$ cat config.mk
export PLATFORM = sky130hd
export DESIGN_NAME = affine_cipher_mod_m_core
export DESIGN_NICKNAME = d
export VERILOG_FILES = /design/src/rtl/acm_pkg.sv /design/src/rtl/affine_cipher_mod_m_core.sv /design/src/rtl/acm_modadd.sv /design/src/rtl/acm_seq.sv
export SDC_FILE = /design/constraint.sdc
export NUM_CORES = 1
export LEC_CHECK = 0
export BUFFER_PORTS_ARGS = -buffer_cell sky130_fd_sc_hd__buf_2
export CORE_MARGIN = 1
export CORE_UTILIZATION = 50
export CTS_CLUSTER_SIZE = 10
export DETAILED_ROUTE_END_ITERATION = 10
export PLACE_DENSITY = 0.67
export SETUP_SLACK_MARGIN = 0.02
export SLEW_MARGIN = 20
export SYNTH_ARGS = -nofsm -noshare
export SYNTH_HDL_FRONTEND = slang
export SYNTH_SLANG_ARGS = --single-unit
export TNS_END_PERCENT = 30
$ cat constraint.sdc
create_clock -name clk -period 6.5 [get_ports clk]
set_input_delay 0.325 -clock clk [delete_from_list [all_inputs] [get_ports clk]]
set_output_delay 0.325 -clock clk [all_outputs]
set_load 0.01 [all_outputs]
$ cat src/rtl/acm_pkg.sv
// Shared types and constants for the affine cipher core.
package acm_pkg;

  // Configuration register indexes
  localparam logic [1:0] REG_MODULUS    = 2'd0;
  localparam logic [1:0] REG_MULTIPLIER = 2'd1;
  localparam logic [1:0] REG_OFFSET     = 2'd2;
  localparam logic [1:0] REG_DECRYPT    = 2'd3;

  // Key and modulus width, and the modular adder width (room for m + ~b wrap)
  localparam int KEY_W  = 8;
  localparam int UNIT_W = 10;

  // Live configuration seen by the sequencer
  typedef struct packed {
    logic [KEY_W-1:0] modulus;
    logic [KEY_W-1:0] multiplier;
    logic [KEY_W-1:0] offset;
    logic             decrypt_mode;
  } cfg_t;

  // Result handed from the sequencer to the top level
  typedef struct packed {
    logic             valid;
    logic [KEY_W-1:0] sym;
    logic             err;
  } res_t;

endpackage

$ cat src/rtl/affine_cipher_mod_m_core.sv
// Offset and symbol are reduced; encrypt then multiplies by the multiplier and adds the offset,
// decrypt subtracts the offset and multiplies by the inverse. A modulus or multiplier change makes
// the next symbol reduce the multiplier and search its inverse, then cache the key result. A cached
// bad key or modulus zero answers from idle; busy ignores start. The adder is used once per cycle.
// Reset (rst, synchronous) loads modulus 26, multiplier 1, offset 0, encrypt, clears the key cache.
// done is a one-cycle strobe; the receiver cannot stall it.
module affine_cipher_mod_m_core #(
  parameter int SYMBOL_BITS = 8
) (
  input  logic                      clk,
  input  logic                      rst,
  input  logic                      start,
  output logic                      busy,
  input  logic [SYMBOL_BITS-1:0]    symbol_in,
  output logic                      done,
  output logic [SYMBOL_BITS-1:0]    symbol_out,
  output logic                      key_error,
  input  logic                      cfg_valid,
  output logic                      cfg_ready,
  input  logic [1:0]                cfg_index,
  input  logic [acm_pkg::KEY_W-1:0] cfg_data
);
  import acm_pkg::*;

  localparam int SHW = (SYMBOL_BITS > KEY_W) ? SYMBOL_BITS : KEY_W;

  cfg_t          cfg;
  res_t          res;
  logic          key_flush;
  logic          cfg_wr;
  logic [SHW-1:0] sym_ext;

  assign cfg_ready = 1'b1;
  assign cfg_wr    = cfg_valid && cfg_ready;
  assign key_flush = cfg_wr && (cfg_index == REG_MODULUS || cfg_index == REG_MULTIPLIER);

  // Configuration registers
  always_ff @(posedge clk) begin
    if (rst) begin
      cfg.modulus      <= KEY_W'(26);
      cfg.multiplier   <= KEY_W'(1);
      cfg.offset       <= '0;
      cfg.decrypt_mode <= 1'b0;
    end else if (cfg_wr) begin
      case (cfg_index)
        REG_MODULUS:    cfg.modulus      <= cfg_data;
        REG_MULTIPLIER: cfg.multiplier   <= cfg_data;
        REG_OFFSET:     cfg.offset       <= cfg_data;
        REG_DECRYPT:    cfg.decrypt_mode <= cfg_data[0];
        default:        cfg.offset       <= cfg.offset;
      endcase
    end
  end

  acm_seq #(
    .SYMBOL_BITS (SYMBOL_BITS)
  ) u_seq (
    .clk       (clk),
    .rst       (rst),
    .start     (start),
    .symbol_in (symbol_in),
    .cfg       (cfg),
    .key_flush (key_flush),
    .busy      (busy),
    .res       (res)
  );

  // Fit the 8-bit residue to the symbol width
  assign sym_ext    = SHW'(res.sym);
  assign done       = res.valid;
  assign symbol_out = sym_ext[SYMBOL_BITS-1:0];
  assign key_error  = res.err;

  // Strobe only while idle
  a_done_idle: assert property (@(posedge clk) disable iff (rst) done |-> !busy)
    else $error("result strobe while busy");

  // An accepted symbol either starts work or answers at once
  a_start: assert property (@(posedge clk) disable iff (rst)
    (start && !busy) |=> (busy || done))
    else $error("accepted symbol dropped");

  // Key error carries symbol zero
  a_err_zero: assert property (@(posedge clk) disable iff (rst)
    (done && key_error) |-> (symbol_out == '0))
    else $error("nonzero symbol on key error");

  // Modulus zero always reports a key error
  a_mod_zero: assert property (@(posedge clk) disable iff (rst)
    (done && cfg.modulus == '0) |-> key_error)
    else $error("modulus zero without key error");

endmodule

$ cat src/rtl/acm_modadd.sv
// Shared modular adder: (a + b + cin) reduced once against the modulus.
module acm_modadd (
  input  logic [acm_pkg::UNIT_W-1:0] a,
  input  logic [acm_pkg::UNIT_W-1:0] b,
  input  logic                       cin,
  input  logic [acm_pkg::KEY_W-1:0]  modulus,
  output logic [acm_pkg::UNIT_W-1:0] sum
);
  import acm_pkg::*;

  logic [UNIT_W-1:0] raw;
  logic [UNIT_W-1:0] m_ext;

  // Raw sum wraps at UNIT_W bits so that m + ~b + 1 gives m - b
  assign raw   = a + b + UNIT_W'(cin);
  assign m_ext = UNIT_W'(modulus);

  // One conditional subtract; callers keep raw below twice the modulus
  assign sum = (raw >= m_ext) ? (raw - m_ext) : raw;

endmodule

$ cat src/rtl/acm_seq.sv
// Sequencer: key reduction, inverse search, offset and symbol reduction, modular multiply and offset add or subtract.
module acm_seq #(
  parameter int SYMBOL_BITS = 8
) (
  input  logic                   clk,
  input  logic                   rst,
  input  logic                   start,
  input  logic [SYMBOL_BITS-1:0] symbol_in,
  input  acm_pkg::cfg_t          cfg,
  input  logic                   key_flush,
  output logic                   busy,
  output acm_pkg::res_t          res
);
  import acm_pkg::*;

  localparam int SHW = (SYMBOL_BITS > KEY_W) ? SYMBOL_BITS : KEY_W;
  localparam int CW  = $clog2(SHW + 1);

  localparam logic [3:0] S_IDLE = 4'd0;
  localparam logic [3:0] S_ARED = 4'd1;
  localparam logic [3:0] S_INV  = 4'd2;
  localparam logic [3:0] S_BRED = 4'd3;
  localparam logic [3:0] S_XRED = 4'd4;
  localparam logic [3:0] S_NEG  = 4'd5;
  localparam logic [3:0] S_DADD = 4'd6;
  localparam logic [3:0] S_MUL  = 4'd7;
  localparam logic [3:0] S_ADDB = 4'd8;

  logic [3:0]             state;
  logic [CW-1:0]          cnt;
  logic [SHW-1:0]         sh;
  logic                   ph;
  logic [KEY_W-1:0]       r;
  logic [KEY_W-1:0]       opnd;
  logic [KEY_W-1:0]       a_red;
  logic [KEY_W-1:0]       b_red;
  logic [KEY_W-1:0]       x_red;
  logic [KEY_W-1:0]       inv;
  logic [KEY_W-1:0]       t;
  logic                   key_valid;
  logic                   key_err;
  logic [SYMBOL_BITS-1:0] xin;

  logic [UNIT_W-1:0]      ua;
  logic [UNIT_W-1:0]      ub;
  logic                   ucin;
  logic [UNIT_W-1:0]      usum;
  logic [KEY_W-1:0]       u8;
  logic                   msb;
  logic [KEY_W-1:0]       m_less1;

  assign u8      = usum[KEY_W-1:0];
  assign msb     = sh[SHW-1];
  assign m_less1 = cfg.modulus - KEY_W'(1);
  assign busy    = (state != S_IDLE);

  // Operand select for the shared modular adder
  always_comb begin
    ua   = UNIT_W'(r);
    ub   = UNIT_W'(r);
    ucin = 1'b0;
    case (state)
      S_ARED, S_BRED, S_XRED: begin
        ucin = msb;
      end
      S_INV: begin
        ub = UNIT_W'(a_red);
      end
      S_NEG: begin
        ua   = UNIT_W'(cfg.modulus);
        ub   = ~UNIT_W'(b_red);
        ucin = 1'b1;
      end
      S_DADD: begin
        ua = UNIT_W'(x_red);
      end
      S_MUL: begin
        if (ph) begin
          ub = UNIT_W'(opnd);
        end
      end
      S_ADDB: begin
        ub = UNIT_W'(b_red);
      end
      default: begin
        ua = UNIT_W'(r);
      end
    endcase
  end

  acm_modadd u_modadd (
    .a       (ua),
    .b       (ub),
    .cin     (ucin),
    .modulus (cfg.modulus),
    .sum     (usum)
  );

  // Control and datapath sequencing
  always_ff @(posedge clk) begin
    if (rst) begin
      state     <= S_IDLE;
      key_valid <= 1'b0;
      res.valid <= 1'b0;
    end else begin
      res.valid <= 1'b0;
      if (key_flush) begin
        key_valid <= 1'b0;
      end
      case (state)
        S_IDLE: begin
          if (start) begin
            xin <= symbol_in;
            r   <= '0;
            cnt <= CW'(KEY_W);
            if (cfg.modulus == '0 || (key_valid && key_err)) begin
              res.valid <= 1'b1;
              res.sym   <= '0;
              res.err   <= 1'b1;
            end else if (key_valid) begin
              sh    <= SHW'(cfg.offset) << (SHW - KEY_W);
              state <= S_BRED;
            end else begin
              sh    <= SHW'(cfg.multiplier) << (SHW - KEY_W);
              state <= S_ARED;
            end
          end
        end
        // Bit-serial reduction of the multiplier; r then seeds the search
        S_ARED: begin
          r   <= u8;
          sh  <= sh << 1;
          cnt <= cnt - CW'(1);
          if (cnt == CW'(1)) begin
            a_red <= u8;
            t     <= KEY_W'(1);
            state <= S_INV;
          end
        end
        // Inverse search: r holds t*a mod m
        S_INV: begin
          if (cfg.modulus == KEY_W'(1) || r == KEY_W'(1)) begin
            inv       <= (cfg.modulus == KEY_W'(1)) ? '0 : t;
            key_valid <= 1'b1;
            key_err   <= 1'b0;
            sh        <= SHW'(cfg.offset) << (SHW - KEY_W);
            cnt       <= CW'(KEY_W);
            r         <= '0;
            state     <= S_BRED;
          end else if (t == m_less1) begin
            key_valid <= 1'b1;
            key_err   <= 1'b1;
            res.valid <= 1'b1;
            res.sym   <= '0;
            res.err   <= 1'b1;
            state     <= S_IDLE;
          end else begin
            r <= u8;
            t <= t + KEY_W'(1);
          end
        end
        S_BRED: begin
          r   <= u8;
          sh  <= sh << 1;
          cnt <= cnt - CW'(1);
          if (cnt == CW'(1)) begin
            b_red <= u8;
            sh    <= SHW'(xin) << (SHW - SYMBOL_BITS);
            cnt   <= CW'(SYMBOL_BITS);
            r     <= '0;
            state <= S_XRED;
          end
        end
        S_XRED: begin
          r   <= u8;
          sh  <= sh << 1;
          cnt <= cnt - CW'(1);
          if (cnt == CW'(1)) begin
            x_red <= u8;
            if (cfg.decrypt_mode) begin
              state <= S_NEG;
            end else begin
              opnd  <= u8;
              sh    <= SHW'(a_red) << (SHW - KEY_W);
              cnt   <= CW'(KEY_W);
              r     <= '0;
              ph    <= 1'b0;
              state <= S_MUL;
            end
          end
        end
        // r = (m - b) mod m
        S_NEG: begin
          r     <= u8;
          state <= S_DADD;
        end
        // operand = (x - b) mod m, then multiply by the inverse
        S_DADD: begin
          opnd  <= u8;
          sh    <= SHW'(inv) << (SHW - KEY_W);
          cnt   <= CW'(KEY_W);
          r     <= '0;
          ph    <= 1'b0;
          state <= S_MUL;
        end
        // MSB-first double and add, one half-step per cycle
        S_MUL: begin
          if (!ph) begin
            r  <= u8;
            ph <= 1'b1;
          end else begin
            if (msb) begin
              r <= u8;
            end
            sh  <= sh << 1;
            cnt <= cnt - CW'(1);
            ph  <= 1'b0;
            if (cnt == CW'(1)) begin
              if (cfg.decrypt_mode) begin
                res.valid <= 1'b1;
                res.sym   <= msb ? u8 : r;
                res.err   <= 1'b0;
                state     <= S_IDLE;
              end else begin
                state <= S_ADDB;
              end
            end
          end
        end
        S_ADDB: begin
          res.valid <= 1'b1;
          res.sym   <= u8;
          res.err   <= 1'b0;
          state     <= S_IDLE;
        end
        default: begin
          state <= S_IDLE;
        end
      endcase
    end
  end

endmodule

==> impl_metrics.ini, run 1 <==
[sta]
grt_setup_unrepaired = false
min_period_ps = 5940
worst_slew_pin_slew_ps = 997
drv_slew = 0
hold_viol_final = 0
fin_tns_setup_ps = 0
fmax_ghz = 0.168
finClkSkew_ps = 5.42
finalWorstSetupSlack_ps = 557
finalSetupViolCount = 0
fin_crit_sh = 0.914
max_slew_margin = 0.330

[setup_path]
crit_path_end = u_seq.res[1]
path_common_cell = a21oi_1
crit_start = u_seq.state[2]
r2r_slack_ps = 560
worstPathArrival_ps = 6230
startpoint_type = flop
cp-end-kind = flop
r2r-end = u_seq.res[1]
path_max_fanout = 15
path_class = reg -> reg
worst_path_max_delay_cell = a21oi_1
worstPathCellList = buf_4, nor3_1, buf_4, a21oi_1, a221oi_1, fa_1, fa_1, nor2b_1, o31ai_4, nand2b_1, a21oi_1, xor2_1, inv_1, ha_1, o21ai_0, a21oi_1, o21a_1, a211oi_2, a21boi_2, mux2i_1, a22o_1
r2r-start = u_seq.state[2]
r2r.worst_path.cells = 21
cp.required_ps = 6780
slowest_delay_ps = 580

[floorplanning]
dieWidth_um = 121
ios = 34
die_h_um = 121
rows = 43
start_util = 0.512
core_area_mm2 = 0.0138
die_area_mm2 = 0.0146

[final_layout]
multi_input_area_mm2 = 0.00363
layout_common_cells = nor2_1 (93), edfxtp_1 (87), nand2_1 (49)
syn_to_final_growth_pct = 13.9
postLayoutCellArea_mm2 = 0.00806
fin_nets = 787
final_layout_size_suffix_gt1_frac = 0.164
final_common_cell = nor2_1
diodes = 0
fillers = 1158
seqCellArea_mm2 = 0.00323
final_util = 0.583

[clock_network]
cts_tree = done
insertion_delay_ps = 420
clockRootBuffer = clkbuf_16
cts_buffers = 17
clk_pin_slew_ps = 50
cts_max_level = 4
cts.sinks = 118
clk_path_buf_depth = 2
cts_resized = 0
post_cts_buffers = 0
hold_buffers = 0

[synthesis]
synth_area_mm2 = 0.00707
synth_cell_types = 82
synth_top_area_frac = 0.369
synth_area_leaders = edfxtp_1 (37%), dfxtp_1 (8.8%), nor2_1 (4.9%)
synth-seq-cells = 118
ys_warn_count = 0
synthArstFlopShare = 0
seq_area_frac_synth = 0.457
ys_dominant_reg_cell = edfxtp_1
avgSynthCellArea_um2 = 10.0
syn-instance-count = 706
synth_edf_count = 87
synth_top_cell_by_area = edfxtp_1
synth_nets = 752

[placement]
place_ws_ps = 752
placed_area_mm2 = 0.00747
dp_hpwl_um = 14500
gp_congestion = 0.962
io_buffer_count = 32

[detailed_routing]
antenna_left = 0
drt-total-wl_um = 19500
drtPass1Iterations = 6
vias = 5906
routedWlPerCell_um = 20.8
vias_per_cell = 6.32
drt-initial-drc-count = 572
drc = 0

[hold_path]
hold_class = in -> reg

[grt]
antenna_found_initial = 0
grt_util_all_layers = 0.280
grt_remaining_overflow = 0
grt_max_degree = 41
grt_pass1_vias = 5609
grt_pass1_wl_um = 30600

[flow_run]
drv_cap = 0

[status]
outcome = completed
[how the worst min path moves through the flow]
stage                       from            to  cells past startpoint
detailed placement        cfg[9]        cfg[9]                      1
CTS                 symbol_in[5]  u_seq.xin[5]                      1
floorplan           symbol_in[0]  u_seq.xin[0]                      0
finish              symbol_in[5]  u_seq.xin[5]                      1
global placement          cfg[9]        cfg[9]                      1
global route        symbol_in[5]  u_seq.xin[5]                      1
[metrics by stage]
step	instances	hold slack [ps]
5_1_grt	934	66.9
4_1_cts	934	63.6
3_3_place_gp	902	446
3_5_place_dp	902	473
6_report	934	80.6
2_1_floorplan	706	424
[metal layers]
layer,vias up,track usage,wire [um]
li1,2738,-,-
met1,2835,0.359,7980
met2,277,0.447,9210
met3,56,0.0578,1450
met4,0,0.141,819
met5,-,0,0
[synth_stat cells (8+ instances only)]
master	n
a221o_1	15
o22ai_1	8
inv_1	26
edfxtp_1	87
nand2_1	49
o21ai_0	24
a222oi_1	8
clkbuf_1	22
nand3_1	21
xor2_1	17
dfxtp_1	31
nand2b_1	9
ha_1	21
a22oi_1	8
and2_2	8
mux2i_1	33
nor3_1	16
a21oi_1	37
nor2_1	93
xnor2_1	10
[critical path: cells and delay by family, from the launching register on]
| kind | cells | cell delay (ps) |
|---|---|---|
| and+or+nand+nor | 3 | 430 |
| DFF | 1 | 460 |
| AOI/OAI and AO/OA | 10 | 2300 |
| adders and majority gates | 3 | 1300 |
| muxes | 1 | 570 |
| xor gates and xnor gates | 1 | 230 |
| buffers and inverters | 3 | 500 |
[state kept, by name (all words and copies together), names as in the netlist]
signal	cells
u_seq.ph	1
u_seq.xin	8
u_seq.key_err	1
u_seq.opnd	8
cfg	25
u_seq.state	4
u_seq.inv	8
u_seq.sh	8
u_seq.cnt	4
u_seq.r	8
u_seq.x_red	8
u_seq.b_red	8
u_seq.key_valid	1
u_seq.t	8
u_seq.a_red	8
u_seq.res	10
[cell type report]
class,instances,share of cell area
Sequential cell,118,0.401
Timing Repair Buffer,49,0.0357
Multi-Input combinational cell,527,0.451
Inverter,28,0.0130
Tap cell,180,0.0280
Clock buffer,24,0.0624
Clock inverter,8,0.00854
[logic make-up (layout without fill, tap and decap cells)]
logic type / after synthesis / after routing / synth area share
buf+inv: 61 / 109 / 0.0341
flops: 118 / 118 / 0.457
mux: 33 / 33 / 0.0467
compound gates: 194 / 194 / 0.206
simple gates: 248 / 248 / 0.177
other cells: 1 / 1 / 0.000530
xor+xnor: 27 / 27 / 0.0334
fa+ha+maj: 24 / 24 / 0.0456
Power of run 1 is left out: the tool's default activity adds up to more than one toggle a clock period on the data nets, which glitch-free logic cannot reach.
==> run 2: changes to the inputs <==
--- a/config.mk
+++ b/config.mk
@@ -7,10 +7,10 @@
 export LEC_CHECK = 0
 export BUFFER_PORTS_ARGS = -buffer_cell sky130_fd_sc_hd__buf_2
 export CORE_MARGIN = 1
-export CORE_UTILIZATION = 50
+export CORE_UTILIZATION = 60
 export CTS_CLUSTER_SIZE = 10
 export DETAILED_ROUTE_END_ITERATION = 10
-export PLACE_DENSITY = 0.67
+export PLACE_DENSITY = 0.78
 export SETUP_SLACK_MARGIN = 0.02
 export SLEW_MARGIN = 20
 export SYNTH_ARGS = -nofsm -noshare
==> impl_metrics.ini, run 2 (synthesized netlist as in run 1, its figures left out) <==
[hold_path]
whs_endpoint = u_seq.xin[1]
hold_class = in -> reg
min_from = symbol_in[1]
hold-path-cell-count = 1

[sta]
fmax_ghz = 0.168
fin_crit_sh = 0.917
worst_slew_pin_slew_ps = 946
min_period_ps = 5960
finalSetupViolCount = 0
finClkSkew_ps = 6.38
max_slew_margin = 0.367
drv_slew = 0
hold_viol_final = 0
grt_setup_unrepaired = false
fin_tns_setup_ps = 0

[final_layout]
largest_reg_flops = 25
syn_to_final_growth_pct = 13.1
top_regs = cfg (25), u_seq.res (10)
diodes = 0
fin_nets = 785
layout_common_cells = nor2_1 (93), edfxtp_1 (87), nand2_1 (49)
fillers = 820
final_common_cell = nor2_1
final_layout_size_suffix_gt1_frac = 0.164
postLayoutCellArea_mm2 = 0.00800
regMostFlops = cfg

[setup_path]
cp-end-kind = flop
worst_path_max_delay_cell = dfxtp_1
startpoint_type = flop
path_common_cell = nand2_1
worstPathArrival_ps = 6130
r2r.worst_path.cells = 20
path_max_fanout = 21
slowest_delay_ps = 780
r2r-end = u_seq.res[7]
worstPathCellList = nand2_1, nor3_2, buf_4, a221oi_1, fa_1, fa_1, nor2b_1, o31ai_4, nand2b_1, a21oi_1, xor2_1, inv_1, ha_1, a211oi_2, nand2_1, o21ai_1, nand2_1, o311ai_2, o21ai_1, a22o_1
r2r_slack_ps = 540
r2r-start = u_seq.state[2]
cp.required_ps = 6670
path_class = reg -> reg

[detailed_routing]
highest_layer = met4
drtPass1Iterations = 6
wl_met2_um = 9390
antenna_left = 0
drt-total-wl_um = 19300
met1_length_um = 7280
drc = 0
routedWlPerCell_um = 21.6
vias_per_cell = 6.66
wl_met3_um = 1920
drt-initial-drc-count = 610
vias = 5962

[floorplanning]
rows = 39
die_area_mm2 = 0.0122
die_h_um = 111
ios = 34
core_area_mm2 = 0.0115
dieWidth_um = 111
start_util = 0.617

[grt]
antenna_found_initial = 0
grt_remaining_overflow = 0
grt_pass1_wl_um = 30900
grt_util_all_layers = 0.326
grt_pass1_vias = 5764
grt_max_degree = 41

[placement]
placed_area_mm2 = 0.00740
gp_congestion = 0.967
io_buffer_count = 32
dp_hpwl_um = 14100

[clock_network]
clk_pin_slew_ps = 60
clockRootBuffer = clkbuf_16
cts_resized = 0
cts.sinks = 118
hold_buffers = 0
cts_tree = done
insertion_delay_ps = 420
clk_path_buf_depth = 2
post_cts_buffers = 0
cts_max_level = 4
cts_buffers = 17

[flow_run]
drv_cap = 0

[status]
outcome = completed
==> run 2: worst max path at each step <==
stage	from	end	slack, ps	depth (start not counted)
2_1_floorplan	u_seq.state[1]	u_seq.res[7]	1380	22
3_3_place_gp	u_seq.state[2]	u_seq.r[4]	910	20
3_5_place_dp	u_seq.state[2]	u_seq.res[5]	750	20
4_1_cts	u_seq.state[2]	u_seq.res[5]	700	20
5_1_grt	u_seq.state[2]	u_seq.res[5]	170	20
6_report	u_seq.state[2]	u_seq.res[7]	540	20
==> run 2: final cells by class <==
| cell class | instances | area, um2 | area share |
|---|---|---|---|
| inverter | 28 | 105 | 0.0131 |
| timing repair buffer | 47 | 273 | 0.0341 |
| sequential | 118 | 3230 | 0.404 |
| clock buffer | 17 | 425 | 0.0532 |
| clock inverter | 15 | 148 | 0.0184 |
| tap | 143 | 179 | 0.0224 |
| multi-input combinational | 527 | 3640 | 0.455 |
==> run 2: worst max-delay path: cells and delay by family, from the launching register on <==
family / cells / cell delay [ps]
AO/OA/AOI/OAI: 8 / 1860
AND/OR/NAND/NOR: 6 / 1360
buffers and inverters: 2 / 340
XOR/XNOR: 1 / 240
adder cells (fa/ha/maj): 3 / 1140
flip-flops: 1 / 780
==> run 2: through the flow <==
stage                     hold slack, ps  setup slack (ps)   util  std cells
after floorplan                      424              1380      -        706
after global placement               447               910  0.645        863
after detailed placement             480               753  0.645        863
after CTS                           72.0               705  0.695        895
after global routing                71.1               166  0.698        895
final                               84.0               541  0.698        895
==> run 2: per-layer routing <==
layer | track usage | up-vias
met4 | 0.143 | 0
li1 | - | 2733
met2 | 0.537 | 342
met1 | 0.409 | 2814
met5 | 0 | -
met3 | 0.0768 | 73
Power of run 2 is left out for the same reason.
==> run 3: changes to the inputs <==
--- a/config.mk
+++ b/config.mk
@@ -6,6 +6,7 @@
 export NUM_CORES = 1
 export LEC_CHECK = 0
 export BUFFER_PORTS_ARGS = -buffer_cell sky130_fd_sc_hd__buf_2
+export CORE_ASPECT_RATIO = 1.1
 export CORE_MARGIN = 1
 export CORE_UTILIZATION = 60
 export CTS_CLUSTER_SIZE = 10
==> constraint.sdc (replaced) <==
create_clock -name clk -period 5.5 [get_ports clk]
set_input_delay 0.275 -clock clk [delete_from_list [all_inputs] [get_ports clk]]
set_output_delay 0.275 -clock clk [all_outputs]
set_load 0.01 [all_outputs]
==> impl_metrics.ini, run 3 (synthesized netlist as in run 1, its figures left out) <==
[clock_network]
cts_buffers = 17
cts_tree = done
clk_pin_slew_ps = 60
clk_path_buf_depth = 2
cts_max_level = 4
clockRootBuffer = clkbuf_16
cts.sinks = 118
insertion_delay_ps = 420

[floorplanning]
rows = 41
die_area_mm2 = 0.0122
core_area_mm2 = 0.0115
ios = 34
start_util = 0.616
dieWidth_um = 106
die_h_um = 116

[setup_path]
r2r.worst_path.cells = 22
cp-end-kind = flop
worstPathArrival_ps = 5500
path_class = reg -> reg
startpoint_type = flop
r2r_slack_ps = 280
r2r-start = u_seq.state[0]
r2r-end = u_seq.res[1]
cp.required_ps = 5780
path_max_fanout = 15

[grt]
antenna_found_initial = 0
grt_pass1_wl_um = 31300
grt_util_all_layers = 0.346
grt_pass1_vias = 5806
grt_max_degree = 41
grt_remaining_overflow = 0

[detailed_routing]
vias_per_cell = 6.71
drt-total-wl_um = 20600
drt-initial-drc-count = 748
drtPass1Iterations = 5
drc = 0
antenna_left = 0
vias = 6124
routedWlPerCell_um = 22.6

[final_layout]
multi_input_area_mm2 = 0.00369
fillers = 861
layout_common_cells = nor2_1 (93), edfxtp_1 (87), nand2_1 (47)
final_common_cell = nor2_1
fin_nets = 796
top_regs = cfg (25), u_seq.res (10)
syn_to_final_growth_pct = 15.3
regMostFlops = cfg
largest_reg_flops = 25
postLayoutCellArea_mm2 = 0.00815
diodes = 0
final_layout_size_suffix_gt1_frac = 0.190
seqCellArea_mm2 = 0.00323

[hold_path]
min_from = symbol_in[5]
hold-path-cell-count = 1
hold_class = in -> reg
whs_endpoint = u_seq.xin[5]

[placement]
placed_area_mm2 = 0.00750
dp_hpwl_um = 15300
io_buffer_count = 32
gp_congestion = 1.01

[flow_run]
drv_cap = 0

[sta]
hold_viol_final = 0
grt_setup_unrepaired = true
max_slew_margin = 0.257
finClkSkew_ps = 7.99
min_period_ps = 5220
fmax_ghz = 0.192
finalSetupViolCount = 0
worst_slew_pin_slew_ps = 1110
drv_slew = 0
fin_crit_sh = 0.949

[status]
outcome = completed
[run 3: metrics by stage]
stage | util | worst slack (ps) | TNS (ps) | instances | hold slack (ps)
floorplan | - | 376 | 0 | 706 | 374
global placement | 0.652 | 54.1 | 0 | 881 | 444
detailed placement | 0.653 | -120 | -202 | 881 | 451
CTS | 0.704 | 53.8 | 0 | 913 | 25.7
global route | 0.710 | -45.6 | -158 | 913 | 23.1
finish | 0.710 | 282 | 0 | 913 | 30.9
[run 3: final cells by class]
cell class                 count  share of cell area
clock buffer                  18              0.0526
clock inverter                14              0.0183
inverter                      28              0.0129
multi-input combinational    527               0.453
sequential                   118               0.397
tap                          150              0.0230
timing repair buffer          58              0.0440
[run 3: how the worst max path moves through the flow]
stage                         to           start  slack, ps  cells after the start
floorplan           u_seq.res[7]  u_seq.state[1]        380                     22
global placement    u_seq.res[7]  u_seq.state[1]         50                     21
detailed placement  u_seq.res[7]  u_seq.state[1]       -120                     21
CTS                 u_seq.res[1]  u_seq.state[0]         50                     21
global route          u_seq.r[0]  u_seq.state[0]        -50                     22
finish              u_seq.res[1]  u_seq.state[0]        280                     22
[run 3: worst max-delay path, cell delays in order, from the launching register on]
cell,delay [ps]
dfxtp_1,420
buf_4,240
nor2b_2,250
nand2_2,170
nor2_1,120
a221o_1,130
a221oi_2,50
fa_1,470
fa_1,430
nor2b_1,260
o31ai_4,110
nand2b_1,80
a21oi_1,70
xor2_1,180
inv_1,60
ha_1,360
o21ai_0,210
a21oi_1,90
o21a_1,150
a211oi_2,360
a21boi_4,300
mux2i_4,380
a22o_1,190
[run 3: layer usage]
layer  share of wire  GRT usage  vias up
li1                -          -     2761
met1            0.37      0.399     2934
met2            0.50      0.611      349
met3           0.077     0.0647       80
met4           0.051      0.193        0
met5               0          0        -
[run 3: timing repair]
item                       in CTS  in global routing
setup buffers                   0                  0
hold endpoints to repair        0                  0
gates cloned                    0                  0
setup endpoints to repair       8                 36
gates resized for setup         2                 13
hold buffers                    0                  0
Power of run 3 is left out for the same reason.
